## config.mk

```make
export PLATFORM = sky130hd
export DESIGN_NAME = sts_header_parser_unit
export DESIGN_NICKNAME = d
export VERILOG_FILES = /design/src/rtl/sts_hp_pkg.sv /design/src/rtl/sts_hp_step.sv /design/src/rtl/sts_header_parser_unit.sv
export SDC_FILE = /design/constraint.sdc
export NUM_CORES = 1
export LEC_CHECK = 0
export ABC_AREA = 0
export BUFFER_PORTS_ARGS = -buffer_cell sky130_fd_sc_hd__buf_4
export CAP_MARGIN = 25
export CORE_UTILIZATION = 40
export CTS_BUF_LIST = sky130_fd_sc_hd__clkbuf_4 sky130_fd_sc_hd__clkbuf_8 sky130_fd_sc_hd__clkbuf_16
export CTS_CLUSTER_SIZE = 20
export DETAILED_ROUTE_END_ITERATION = 10
export GPL_TIMING_DRIVEN = 0
export PLACE_DENSITY_LB_ADDON = 0.25
export SYNTH_ARGS = -nofsm -noshare
export SYNTH_HDL_FRONTEND = slang
export SYNTH_HIERARCHICAL = 1
export SYNTH_SLANG_ARGS = --single-unit
```

## constraint.sdc

```tcl
create_clock -name clk -period 3.75 [get_ports clk]
set_clock_uncertainty 0.2 [all_clocks]
set_input_delay 0.1875 -clock clk [delete_from_list [all_inputs] [get_ports clk]]
set_output_delay 0.1875 -clock clk [all_outputs]
set_load 0.01 [all_outputs]
```

## src/rtl/sts_hp_pkg.sv

```systemverilog
// ----------------------------------------------------------------------------
// sts_hp_pkg
// Shared types and constants for the Strict-Transport-Security header parser.
// ----------------------------------------------------------------------------
package sts_hp_pkg;

	localparam int AGE_W      = 40;
	localparam int NAME_CNT_W = 5;

	// Directive name lengths and the saturation point of the name counter
	localparam logic [NAME_CNT_W-1:0] AGE_LEN      = 5'd7;
	localparam logic [NAME_CNT_W-1:0] SUB_LEN      = 5'd17;
	localparam logic [NAME_CNT_W-1:0] NAME_CNT_MAX = 5'd31;

	// Character codes
	localparam logic [7:0] CH_SEMI  = 8'h3B;
	localparam logic [7:0] CH_EQ    = 8'h3D;
	localparam logic [7:0] CH_SPACE = 8'h20;
	localparam logic [7:0] CH_TAB   = 8'h09;
	localparam logic [7:0] CH_CR    = 8'h0D;
	localparam logic [7:0] CH_LF    = 8'h0A;
	localparam logic [7:0] CH_0     = 8'h30;
	localparam logic [7:0] CH_9     = 8'h39;
	localparam logic [7:0] CH_UC_A  = 8'h41;
	localparam logic [7:0] CH_UC_Z  = 8'h5A;
	localparam logic [7:0] CASE_OFS = 8'h20;

	// Name-side state of the directive being parsed
	typedef struct packed {
		logic                  in_value;
		logic [NAME_CNT_W-1:0] name_cnt;
		logic                  may_age;
		logic                  may_sub;
		logic                  name_sp;
	} name_state_t;

	// State that lives across directives of one header
	typedef struct packed {
		logic             age_seen;
		logic [AGE_W-1:0] age_val;
		logic             sub_seen;
		logic             rejected;
	} hdr_state_t;

	localparam name_state_t NAME_RESET = '{
		in_value: 1'b0, name_cnt: '0, may_age: 1'b1, may_sub: 1'b1, name_sp: 1'b0};
	localparam hdr_state_t HDR_RESET = '{
		age_seen: 1'b0, age_val: '0, sub_seen: 1'b0, rejected: 1'b0};

	// Lower-case letters of "max-age" by position
	function automatic logic [7:0] age_char(input logic [NAME_CNT_W-1:0] idx);
		logic [7:0] ch;
		case (idx)
			5'd0: ch = 8'h6D; // m
			5'd1: ch = 8'h61; // a
			5'd2: ch = 8'h78; // x
			5'd3: ch = 8'h2D; // -
			5'd4: ch = 8'h61; // a
			5'd5: ch = 8'h67; // g
			5'd6: ch = 8'h65; // e
			default: ch = 8'h00;
		endcase
		return ch;
	endfunction

	// Lower-case letters of "includesubdomains" by position
	function automatic logic [7:0] sub_char(input logic [NAME_CNT_W-1:0] idx);
		logic [7:0] ch;
		case (idx)
			5'd0:  ch = 8'h69; // i
			5'd1:  ch = 8'h6E; // n
			5'd2:  ch = 8'h63; // c
			5'd3:  ch = 8'h6C; // l
			5'd4:  ch = 8'h75; // u
			5'd5:  ch = 8'h64; // d
			5'd6:  ch = 8'h65; // e
			5'd7:  ch = 8'h73; // s
			5'd8:  ch = 8'h75; // u
			5'd9:  ch = 8'h62; // b
			5'd10: ch = 8'h64; // d
			5'd11: ch = 8'h6F; // o
			5'd12: ch = 8'h6D; // m
			5'd13: ch = 8'h61; // a
			5'd14: ch = 8'h69; // i
			5'd15: ch = 8'h6E; // n
			5'd16: ch = 8'h73; // s
			default: ch = 8'h00;
		endcase
		return ch;
	endfunction

	function automatic logic is_blank(input logic [7:0] c);
		return (c == CH_SPACE) || (c == CH_TAB) || (c == CH_CR) || (c == CH_LF);
	endfunction

endpackage

```

## src/rtl/sts_hp_step.sv

```systemverilog
// ----------------------------------------------------------------------------
// sts_hp_step
// Next-state logic for one header byte: name match, digit accumulation,
// directive close and the verdict of the header on its last byte.
// ----------------------------------------------------------------------------
module sts_hp_step
	import sts_hp_pkg::*;
#(
	parameter int MAX_DIGITS = 12,
	localparam int DCW = $clog2(MAX_DIGITS + 2)
) (
	input  logic [7:0]       header_byte,
	input  logic             last_byte,
	input  name_state_t      name_cur,
	input  logic [DCW-1:0]   dig_cnt_cur,
	input  logic [AGE_W-1:0] acc_cur,
	input  logic             not_dig_cur,
	input  logic             val_sp_cur,
	input  hdr_state_t       hdr_cur,
	output name_state_t      name_nxt,
	output logic [DCW-1:0]   dig_cnt_nxt,
	output logic [AGE_W-1:0] acc_nxt,
	output logic             not_dig_nxt,
	output logic             val_sp_nxt,
	output hdr_state_t       hdr_nxt,
	output logic             verdict_ok
);

	localparam logic [DCW-1:0] MAX_DIG = DCW'(MAX_DIGITS);

	logic       is_semi;
	logic       blank;
	logic       is_digit;
	logic [7:0] lc;
	logic [AGE_W-1:0] acc_mac;

	// Directive state seen by the close logic
	name_state_t      end_name;
	logic [DCW-1:0]   end_dig_cnt;
	logic [AGE_W-1:0] end_acc;
	logic             end_not_dig;
	logic             do_end;

	assign is_semi  = (header_byte == CH_SEMI);
	assign blank    = is_blank(header_byte);
	assign is_digit = (header_byte >= CH_0) && (header_byte <= CH_9);
	assign lc = ((header_byte >= CH_UC_A) && (header_byte <= CH_UC_Z)) ?
		header_byte + CASE_OFS : header_byte;
	assign acc_mac = (acc_cur << 3) + (acc_cur << 1) + {{(AGE_W-4){1'b0}}, header_byte[3:0]};

	// Per-byte update of the directive being parsed
	always_comb begin
		name_nxt    = name_cur;
		dig_cnt_nxt = dig_cnt_cur;
		acc_nxt     = acc_cur;
		not_dig_nxt = not_dig_cur;
		val_sp_nxt  = val_sp_cur;
		if (is_semi) begin
			name_nxt    = NAME_RESET;
			dig_cnt_nxt = '0;
			acc_nxt     = '0;
			not_dig_nxt = 1'b0;
			val_sp_nxt  = 1'b0;
		end else if (!name_cur.in_value && header_byte == CH_EQ) begin
			name_nxt.in_value = 1'b1;
		end else if (name_cur.in_value) begin
			if (blank) begin
				if (dig_cnt_cur != '0 || not_dig_cur)
					val_sp_nxt = 1'b1;
			end else if (val_sp_cur || !is_digit) begin
				not_dig_nxt = 1'b1;
			end else begin
				if (dig_cnt_cur < MAX_DIG)
					acc_nxt = acc_mac;
				if (dig_cnt_cur <= MAX_DIG)
					dig_cnt_nxt = dig_cnt_cur + 1'b1;
			end
		end else begin
			if (blank) begin
				if (name_cur.name_cnt != '0)
					name_nxt.name_sp = 1'b1;
			end else begin
				if (name_cur.name_sp) begin
					name_nxt.may_age = 1'b0;
					name_nxt.may_sub = 1'b0;
				end
				if (!(name_cur.name_cnt < AGE_LEN && age_char(name_cur.name_cnt) == lc))
					name_nxt.may_age = 1'b0;
				if (!(name_cur.name_cnt < SUB_LEN && sub_char(name_cur.name_cnt) == lc))
					name_nxt.may_sub = 1'b0;
				if (name_cur.name_cnt < NAME_CNT_MAX)
					name_nxt.name_cnt = name_cur.name_cnt + 1'b1;
			end
		end
	end

	// Directive close: on ';' it sees the old directive; on the last byte the
	// updated one. A ';' that is also last closes once, the rest is empty.
	assign do_end      = is_semi || last_byte;
	assign end_name    = is_semi ? name_cur    : name_nxt;
	assign end_dig_cnt = is_semi ? dig_cnt_cur : dig_cnt_nxt;
	assign end_acc     = is_semi ? acc_cur     : acc_nxt;
	assign end_not_dig = is_semi ? not_dig_cur : not_dig_nxt;

	always_comb begin
		hdr_nxt = hdr_cur;
		if (do_end) begin
			if (end_name.may_age && end_name.name_cnt == AGE_LEN) begin
				if (end_name.in_value && end_dig_cnt != '0 && end_dig_cnt <= MAX_DIG &&
						!end_not_dig) begin
					hdr_nxt.age_seen = 1'b1;
					hdr_nxt.age_val  = end_acc;
				end else begin
					hdr_nxt.rejected = 1'b1;
				end
			end else if (end_name.may_sub && end_name.name_cnt == SUB_LEN) begin
				hdr_nxt.sub_seen = 1'b1;
			end
		end
	end

	assign verdict_ok = hdr_nxt.age_seen && !hdr_nxt.rejected;

endmodule

```

## src/rtl/sts_header_parser_unit.sv

```systemverilog
// ----------------------------------------------------------------------------
// sts_header_parser_unit
// Strict-Transport-Security header value parser, one byte per transfer,
// one verdict per header on its last byte.
// ----------------------------------------------------------------------------
//  channel  | handshake                    | payload
//  ---------+------------------------------+-------------------------------------
//  byte     | byte_valid / byte_ready      | header_byte, last_byte
//  verdict  | verdict_valid / verdict_ready| header_valid, max_age,
//           |                              | include_subdomains
//
//  One byte per cycle while byte_ready is high; the parse state updates in the cycle of the transfer.
//  The verdict appears in the output register in the cycle after the last byte.
//  Reset clears the parse state and the output valid.
//  A waiting verdict blocks a byte transfer only if verdict_ready is low.
// ----------------------------------------------------------------------------
module sts_header_parser_unit
	import sts_hp_pkg::*;
#(
	parameter int MAX_DIGITS = 12
) (
	input  logic             clk,
	input  logic             arst_n,
	input  logic             byte_valid,
	output logic             byte_ready,
	input  logic [7:0]       header_byte,
	input  logic             last_byte,
	output logic             verdict_valid,
	input  logic             verdict_ready,
	output logic             header_valid,
	output logic [AGE_W-1:0] max_age,
	output logic             include_subdomains
);

	localparam int DCW = $clog2(MAX_DIGITS + 2);

	name_state_t      name_q,    name_nxt;
	logic [DCW-1:0]   dig_cnt_q, dig_cnt_nxt;
	logic [AGE_W-1:0] acc_q,     acc_nxt;
	logic             not_dig_q, not_dig_nxt;
	logic             val_sp_q,  val_sp_nxt;
	hdr_state_t       hdr_q,     hdr_nxt;
	logic             verdict_ok;
	logic             out_valid_q;
	logic             take;

	assign byte_ready = !out_valid_q || verdict_ready;
	assign take       = byte_valid && byte_ready;

	sts_hp_step #(
		.MAX_DIGITS(MAX_DIGITS)
	) u_step (
		.header_byte (header_byte),
		.last_byte   (last_byte),
		.name_cur    (name_q),
		.dig_cnt_cur (dig_cnt_q),
		.acc_cur     (acc_q),
		.not_dig_cur (not_dig_q),
		.val_sp_cur  (val_sp_q),
		.hdr_cur     (hdr_q),
		.name_nxt    (name_nxt),
		.dig_cnt_nxt (dig_cnt_nxt),
		.acc_nxt     (acc_nxt),
		.not_dig_nxt (not_dig_nxt),
		.val_sp_nxt  (val_sp_nxt),
		.hdr_nxt     (hdr_nxt),
		.verdict_ok  (verdict_ok)
	);

	// Parse state: advances on each byte transfer, cleared after the last byte
	always_ff @(posedge clk or negedge arst_n) begin
		if (!arst_n) begin
			name_q    <= NAME_RESET;
			dig_cnt_q <= '0;
			acc_q     <= '0;
			not_dig_q <= 1'b0;
			val_sp_q  <= 1'b0;
			hdr_q     <= HDR_RESET;
		end else if (take) begin
			if (last_byte) begin
				name_q    <= NAME_RESET;
				dig_cnt_q <= '0;
				acc_q     <= '0;
				not_dig_q <= 1'b0;
				val_sp_q  <= 1'b0;
				hdr_q     <= HDR_RESET;
			end else begin
				name_q    <= name_nxt;
				dig_cnt_q <= dig_cnt_nxt;
				acc_q     <= acc_nxt;
				not_dig_q <= not_dig_nxt;
				val_sp_q  <= val_sp_nxt;
				hdr_q     <= hdr_nxt;
			end
		end
	end

	// Output valid
	always_ff @(posedge clk or negedge arst_n) begin
		if (!arst_n) begin
			out_valid_q <= 1'b0;
		end else if (take && last_byte) begin
			out_valid_q <= 1'b1;
		end else if (verdict_ready) begin
			out_valid_q <= 1'b0;
		end
	end

	// Verdict payload, zero when the header is invalid
	always_ff @(posedge clk) begin
		if (take && last_byte) begin
			header_valid       <= verdict_ok;
			max_age            <= verdict_ok ? hdr_nxt.age_val : '0;
			include_subdomains <= verdict_ok && hdr_nxt.sub_seen;
		end
	end

	assign verdict_valid = out_valid_q;

endmodule
```

==> results of run 1 <==
report_power, final:
| part | leakage, uW | total [uW] | switching (uW) | internal [uW] |
|---|---|---|---|---|
| registers | 0.00180 | 1630 | 18.2 | 1610 |
| clock network | 0.000288 | 1770 | 720 | 1050 |
| logic | 0.00407 | 642 | 369 | 273 |
sequential cells by signal, indices dropped and copies added, names as in the netlist, 4 cells and up:
name / flops
hdr_q: 43
name_q: 9
acc_q: 40
max_age: 40
dig_cnt_q: 4
final cells by class:
type / instances / area, um^2
inverter: 30 / 115.1
multi-input combinational: 917 / 7592
fill: 2451 / 13360
timing repair buffer: 108 / 864.6
sequential: 141 / 3745
tap: 341 / 426.7
clock buffer: 18 / 432.9
buffer: 59 / 319.1
clock inverter: 14 / 166.4
per-layer routing:
layer | part of all wire, % | up-vias
li1 | - | 4355
met3 | 2.8 | 38
met1 | 47 | 4330
met4 | 1.7 | 0
met5 | 0 | -
met2 | 48 | 170
what timing repair did:
item                                    4_1_cts  5_1_grt
endpoints found under the setup margin       99      105
hold buffers                                  4        0
hold endpoints to repair                     46        0
pin swaps                                    46       40
buffers inserted                             28       20
resized for setup                            83       91
how the worst max path moves through the flow:
stage	slack, ns	from	end
6_report	-0.19	acc_q[15]$_DFFE_PN0P_	hdr_q[41]$_DFFE_PN0P_
5_1_grt	-0.32	acc_q[0]$_DFFE_PN0P_	hdr_q[41]$_DFFE_PN0P_
4_1_cts	-0.21	acc_q[0]$_DFFE_PN0P_	hdr_q[41]$_DFFE_PN0P_
3_5_place_dp	-0.74	name_q[3]$_DFFE_PN0P_	max_age[27]$_SDFFCE_PN0P_
3_3_place_gp	-1.01	last_byte	max_age[31]$_SDFFCE_PN0P_
2_1_floorplan	0.006	acc_q[2]$_DFFE_PN0P_	hdr_q[41]$_DFFE_PN0P_
cells in the mapped netlist (4+ instances only):
cell       number  share of area (%)
nor2b_1       106                6.0
dfrtp_1        97                 22
nor2_1         97                3.3
ha_1           85                9.6
nand2_1        81                2.8
mux2_2         60                6.1
o21ai_0        58                2.6
and2_1         53                3.0
a21oi_1        52                2.4
mux2_4         44                6.0
edfxtp_1       42                 11
clkbuf_1       32                1.1
inv_1          30                1.0
mux2i_1        29                2.6
xnor2_1        23                1.8
nor3_1         20               0.91
nand3_1        19               0.86
buf_2          16               0.73
nand4_1        15               0.85
a31oi_1        14               0.79
a211oi_1       10               0.68
a21o_1         10               0.68
o21ai_1        10               0.45
xor2_1         10               0.79
nand2b_1        9               0.51
o21a_1          9               0.61
or3_1           9               0.51
o211ai_1        8               0.54
and3_1          7               0.40
buf_6           6               0.61
nor4_1          6               0.34
o31ai_1         6               0.41
buf_1           5               0.17
o31a_1          5               0.40
buf_4           4               0.27
o2111ai_1       4               0.32
or2_2           4               0.23
logic make-up after synthesis:
kind of cell	synth area share, %
buffers and inverters	3.981
muxes	14.74
xor gates and xnor gates	2.620
DFF	33.91
and+or+nand+nor	21.57
AOI/OAI and AO/OA	13.17
adders and majority gates	10.00
stage by stage:
step / instance area [um^2] / power [uW] / worst slack (ns) / TNS [ns]
after floorplan: 11080 / 2072 / 0.005987 / 0
after global placement: 11920 / 2224 / -1.011 / -81.25
final: 13660 / 4044 / -0.1914 / -2.356
after detailed placement: 11970 / 2238 / -0.7405 / -42.35
after global routing: 13660 / 4199 / -0.3224 / -8.459
after CTS: 13190 / 4028 / -0.2144 / -1.999
cell usage in the layout (no fill, tap or decap), types with 42 or more instances in the layout:
master	Yosys	routed
nand2_1	81	80
nor2b_1	106	99
mux2_2	60	56
edfxtp_1	42	42
mux2_4	44	48
nor2_1	97	93
buf_4	4	104
ha_1	85	67
dfrtp_1	97	94
and2_1	53	43
==> reports/qor.yml, run 1 <==
timing:
  period_minus_slack_ns: 3.941
  hold_viol: 0
  fmax_mhz: 253.7
  tightest_slew_ns: 1.031
  setup_slack_ns: -0.1914
  drv_slew: 0
  fin_crit_sh_pct: 105.1
  hold_slack_ns: 0.09891
  rsz0062_at_grt: "true"
  setup_viol: 32
  slew_headroom_pct: 31.30
floorplan:
  top_level_ports: 57
  die_area_mm2: 0.02825
  die_h_um: 168.1
  initial_core_util_pct: 40.82
  die_width_um: 168.1
  num_rows: 60
  core-area_mm2: 0.02703
layout:
  syn2layout_area_growth_pct: 23.84
  num_antenna_cells: 0
  layout.nets: 1374
  drive_gt1_share_pct: 31.93
  fin_cells: 1628
  fin_util_pct: 50.55
placed_design:
  gp_congestion: 0.8752
  port_buffers: 55
  post-dp-hpwl_mm: 20.17
  dp.cells: 1551
setup_path:
  r2r_slack_ns: -0.19
  r2r_cells: 13
  path_delay_family: "compound AO/OA/AOI/OAI gates"
  crit_cells: 13
  slowest_stage: "dfrtp_1"
  r2r-start: "acc_q[15]$_DFFE_PN0P_"
  critical_path_buf_inv_count: 0
  required_ns: 3.86
  crit_path_end_kind: "flop"
  cpPeakStageDelay_ns: 0.44
  worstPathArrival_ns: 4.06
  crit_path_start_kind: "flop"
  path_max_fanout: 7
  crit_path_cell_trace: "ha_1 > ha_4 > and3_4 > and2_1 > a221oi_4 > o32ai_2 > o31ai_4 > a21oi_2 > o31a_1 > or3_4 > mux2_4 > nor2b_1 > mux2_2"
  r2r_end: "hdr_q[41]$_DFFE_PN0P_"
  criticalPathCategory: "flop to flop"
global_routing:
  gr-total-overflow: 0
  use_met2_pct: 34.46
  grt_pass1_wl_mm: 46.00
  grt_pass1_vias: 8812
  antenna_found_initial: 0
  grt_use_met3_pct: 2.445
  grt_usage_pct: 20.42
  met1_usage_pct: 27.04
  grt-busiest-layer: "met2"
  grt_max_degree: 57
power:
  cellPowerDensity_mw_per_mm2: 296.0
  p_leak_uw: 0.006156
  ir_drop_v: 0.0003179
clocking:
  cts_sinks: 141
  cts_tree: "built"
  cts_buffer_depth: 2
  clockRootBuffer: "clkbuf_16"
  h-tree-depth: 4
  cts_buffers: 17
  path_clk_slew_ns: 0.06
  clk_latency_ns: 0.44
yosys:
  synth_flop_cell: "dfrtp_1"
  synth-async-reset-ratio_pct: 70.21
  synth_edf_count: 42
  synth_area_per_cell_um2: 9.568
  ys_ff_latch: 141
  syn_inst: 1153
  ys_seq_area_share_pct: 33.91
  yosysWarnings: 6
  synthDistinctLibCells: 79
  syn_nets: 1253
  synth_area_mm2: 0.01103
route:
  first_iter_violations: 510
  drc_errors: 0
  wl_per_cell_um: 17.43
  firstDrtPassIters: 4
  route.vias.total: 8893
  drt_wl_total_mm: 28.38
  vias_per_cell: 5.463
  ant_nets: 0
outcome:
  failed_checks: "negative setup slack"
  status: "finished, violations left"
hold_path:
  hold_class: "input pin to asynchronous set/reset pin"
run:
  drv_cap: 0
Power figures use the tool's default switching activity.
==> inputs of run 2 (changes only) <==
==> constraint.sdc (replaced) <==
create_clock -name clk -period 3.4 [get_ports clk]
set_clock_uncertainty 0.2 [all_clocks]
set_input_delay 0.17 -clock clk [delete_from_list [all_inputs] [get_ports clk]]
set_output_delay 0.17 -clock clk [all_outputs]
set_load 0.01 [all_outputs]
==> reports/qor.yml, run 2 (synthesis gave the netlist of run 1 again) <==
outcome:
  status: "finished, violations left"  # unchanged
  failed_checks: "negative setup slack"  # unchanged
setup_path:
  cpPeakStageDelay_ns: 0.50  # was 0.44 ns
  path_delay_family: "compound AO/OA/AOI/OAI gates"  # unchanged
  r2r_cells: 17  # was 13
  criticalPathCategory: "flop to flop"  # unchanged
  crit_path_start_kind: "flop"  # unchanged
  crit_top_cell: "buf_4"
  crit_path_end_kind: "flop"  # unchanged
  path_max_fanout: 4  # was 7
  r2r_end: "acc_q[36]$_DFFE_PN0P_"  # was hdr_q[41]$_DFFE_PN0P_
  slowest_stage: "fa_1"  # was dfrtp_1
  r2r-start: "acc_q[0]$_DFFE_PN0P_"  # was acc_q[15]$_DFFE_PN0P_
  r2r_slack_ns: -0.64  # was -0.19 ns
  required_ns: 3.51  # was 3.86 ns
  crit_path_cell_trace: "inv_2 > fa_1 > buf_4 > fa_2 > nor2b_2 > o31a_1 > o221ai_4 > a211oi_2 > buf_4 > nor3_4 > o211ai_1 > xor2_1 > mux2i_1 > buf_4 > nor2_1 > nor2b_1 > mux2_2"  # was ha_1 > ha_4 > and3_4 > and2_1 > a221oi_4 > o32ai_2 > o31ai_4 > a21oi_2 > o31a_1 > or3_4 > mux2_4 > nor2b_1 > mux2_2
  critical_path_buf_inv_count: 4  # was 0
  worstPathArrival_ns: 4.15  # was 4.06 ns
clocking:
  cts_tree: "built"  # unchanged
  clockRootBuffer: "clkbuf_16"  # unchanged
  cts_buffers: 17  # unchanged
  h-tree-depth: 4  # unchanged
  cts_buffer_depth: 2  # unchanged
  path_clk_slew_ns: 0.06  # about the same
  cts_sinks: 141  # unchanged
  clk_latency_ns: 0.43  # was 0.44 ns
floorplan:
  core-area_mm2: 0.02703  # unchanged
  die_h_um: 168.1  # unchanged
  top_level_ports: 57  # unchanged
  die_area_mm2: 0.02825  # unchanged
  initial_core_util_pct: 40.82  # unchanged
  die_width_um: 168.1  # unchanged
  num_rows: 60  # unchanged
timing:
  setup_viol: 101  # was 32
  tightest_slew_ns: 0.9203  # was 1.031 ns
  rsz0062_at_grt: "true"  # unchanged
  setup_slack_ns: -0.6383  # was -0.1914 ns
  fin_crit_sh_pct: 118.8  # was 105.1%
  period_minus_slack_ns: 4.038  # was 3.941 ns
  slew_headroom_pct: 38.65  # was 31.30%
  fmax_mhz: 247.6  # was 253.7 MHz
  timing.setup.tns_ns: -27.86  # was -2.356 ns
  drv_slew: 0  # unchanged
  hold_viol: 0  # unchanged
route:
  drt_wl_total_mm: 29.93  # was 28.38 mm
  met3_length_um: 944  # was 794 um
  vias_per_cell: 5.528  # was 5.463
  drc_errors: 0  # unchanged
  drt-met1-wl_mm: 13.78  # was 13.41 mm
  wl_per_cell_um: 18.33  # was 17.43 um
  routed-wl-met2_mm: 14.69  # was 13.71 mm
  top_layer_used: "met4"  # unchanged
  route.vias.total: 9027  # was 8893
  ant_nets: 0  # unchanged
  firstDrtPassIters: 5  # was 4
  first_iter_violations: 505  # was 510
power:
  switching_share_pct: 27.02  # was 27.39%
  combPwrFrac_pct: 16.7  # was 15.9%
  ir_drop_v: 0.0003405  # was 0.0003179 V
  pwr-share-seq_pct: 40.1  # was 40.3%
  clock_power_share_pct: 43.2  # was 43.9%
  p_leak_uw: 0.006238  # was 0.006156 uW
  p_int_uw: 3286  # was 2937 uW
  p_sw_uw: 1216  # was 1108 uW
  cellPowerDensity_mw_per_mm2: 328.6  # was 296.0 mW/mm^2
hold_path:
  hold_class: "input pin to asynchronous set/reset pin"  # unchanged
layout:
  n_fill_cell: 2469  # was 2451
  largest_register: "hdr_q"  # unchanged
  layout.nets: 1379  # was 1374
  largest_reg_flops: 43  # unchanged
  num_antenna_cells: 0  # unchanged
  layout_common_cells: "102 x buf_4, 97 x nor2b_1, 92 x nor2_1, 91 x dfrtp_1, 74 x nand2_1"  # was 104 x buf_4, 99 x nor2b_1, 94 x dfrtp_1, 93 x nor2_1, 80 x nand2_1
  largestRegisters: "hdr_q: 43 flops, acc_q: 40 flops, max_age: 40 flops"  # unchanged
  drive_gt1_share_pct: 32.12  # was 31.93%
  stdcell_area_mm2: 0.01370  # was 0.01366 mm^2
  syn2layout_area_growth_pct: 24.19  # was 23.84%
  final_common_cell: "buf_4"  # unchanged
global_routing:
  gr-total-overflow: 0  # unchanged
  grt_max_degree: 56  # was 57
  grt_pass1_wl_mm: 46.75  # was 46.00 mm
  antenna_found_initial: 0  # unchanged
  grt_pass1_vias: 9011  # was 8812
  grt_usage_pct: 20.81  # was 20.42%
placed_design:
  post-dp-hpwl_mm: 20.71  # was 20.17 mm
  dpl-instance-area_mm2: 0.01203  # was 0.01197 mm^2
  port_buffers: 55  # unchanged
  gp_congestion: 0.8947  # was 0.8752
run:
  drv_cap: 0  # unchanged
-- run 2: cell types whose count changed in the layout (fill, tap and decap cells not counted), moves of 5 or more --
cell,before,now
buf_8,0,6
ha_1,67,73
ha_4,14,9
nand2_1,80,74
-- run 2: through the flow --
stage                     power [uW]  hold slack [ns]  setup slack, ns  cells  util [%]
after floorplan                 2285          -0.3256          -0.2895   1153         -
after global placement          2457           0.1886           -1.695   1549     44.30
after detailed placement        2471          0.04304           -1.093   1551     44.53
after CTS                       4472           0.1520          -0.5177   1617     48.95
after global routing            4664           0.1798          -0.8227   1633     50.69
final                           4502           0.1118          -0.6383   1633     50.69
-- run 2: cell type report --
type / count / area (um^2) / area share (%)
multi-input cells: 918 / 7465 / 54.48
flip-flops and latches: 141 / 3749 / 27.36
repair buffers: 112 / 962.2 / 7.023
clock buffers: 20 / 454.2 / 3.315
well taps: 341 / 426.7 / 3.114
plain buffers: 59 / 375.4 / 2.740
clock inverters: 12 / 145.1 / 1.059
inverters: 30 / 123.9 / 0.9041
-- run 2: power groups by stage --
stage               combinational, uW  sequential, uW  clock (uW)
floorplan                         450            1840           0
global placement                  620            1840           0
detailed placement                636            1830           0
CTS                               706            1790        1970
global route                      818            1810        2040
finish                            753            1800        1940
-- run 2: worst max path at each step --
stage / startpoint / end / slack, ns / cells after the start
final: acc_q[0]$_DFFE_PN0P_ / acc_q[36]$_DFFE_PN0P_ / -0.64 / 17
after global routing: acc_q[0]$_DFFE_PN0P_ / acc_q[36]$_DFFE_PN0P_ / -0.82 / 17
after CTS: acc_q[14]$_DFFE_PN0P_ / hdr_q[28]$_DFFE_PN0P_ / -0.52 / 13
after detailed placement: name_q[3]$_DFFE_PN0P_ / max_age[34]$_SDFFCE_PN0P_ / -1.09 / 14
after global placement: last_byte / max_age[18]$_SDFFCE_PN0P_ / -1.69 / 6
after floorplan: acc_q[2]$_DFFE_PN0P_ / hdr_q[41]$_DFFE_PN0P_ / -0.29 / 15
-- run 2: what timing repair did --
| item | CTS | global route |
|---|---|---|
| gates cloned | 0 | 5 |
| pin swaps | 32 | 41 |
| resized for setup | 77 | 106 |
| setup buffers | 36 | 13 |
| endpoints found under the hold margin | 47 | 0 |
| endpoints found under the setup margin | 113 | 113 |
| hold buffers | 3 | 0 |
-- run 2: routing by layer --
layer | track usage [%] | vias up
met5 | 0 | -
met2 | 35.74 | 173
li1 | - | 4379
met3 | 3.103 | 33
met1 | 27.34 | 4442
met4 | 5.375 | 0
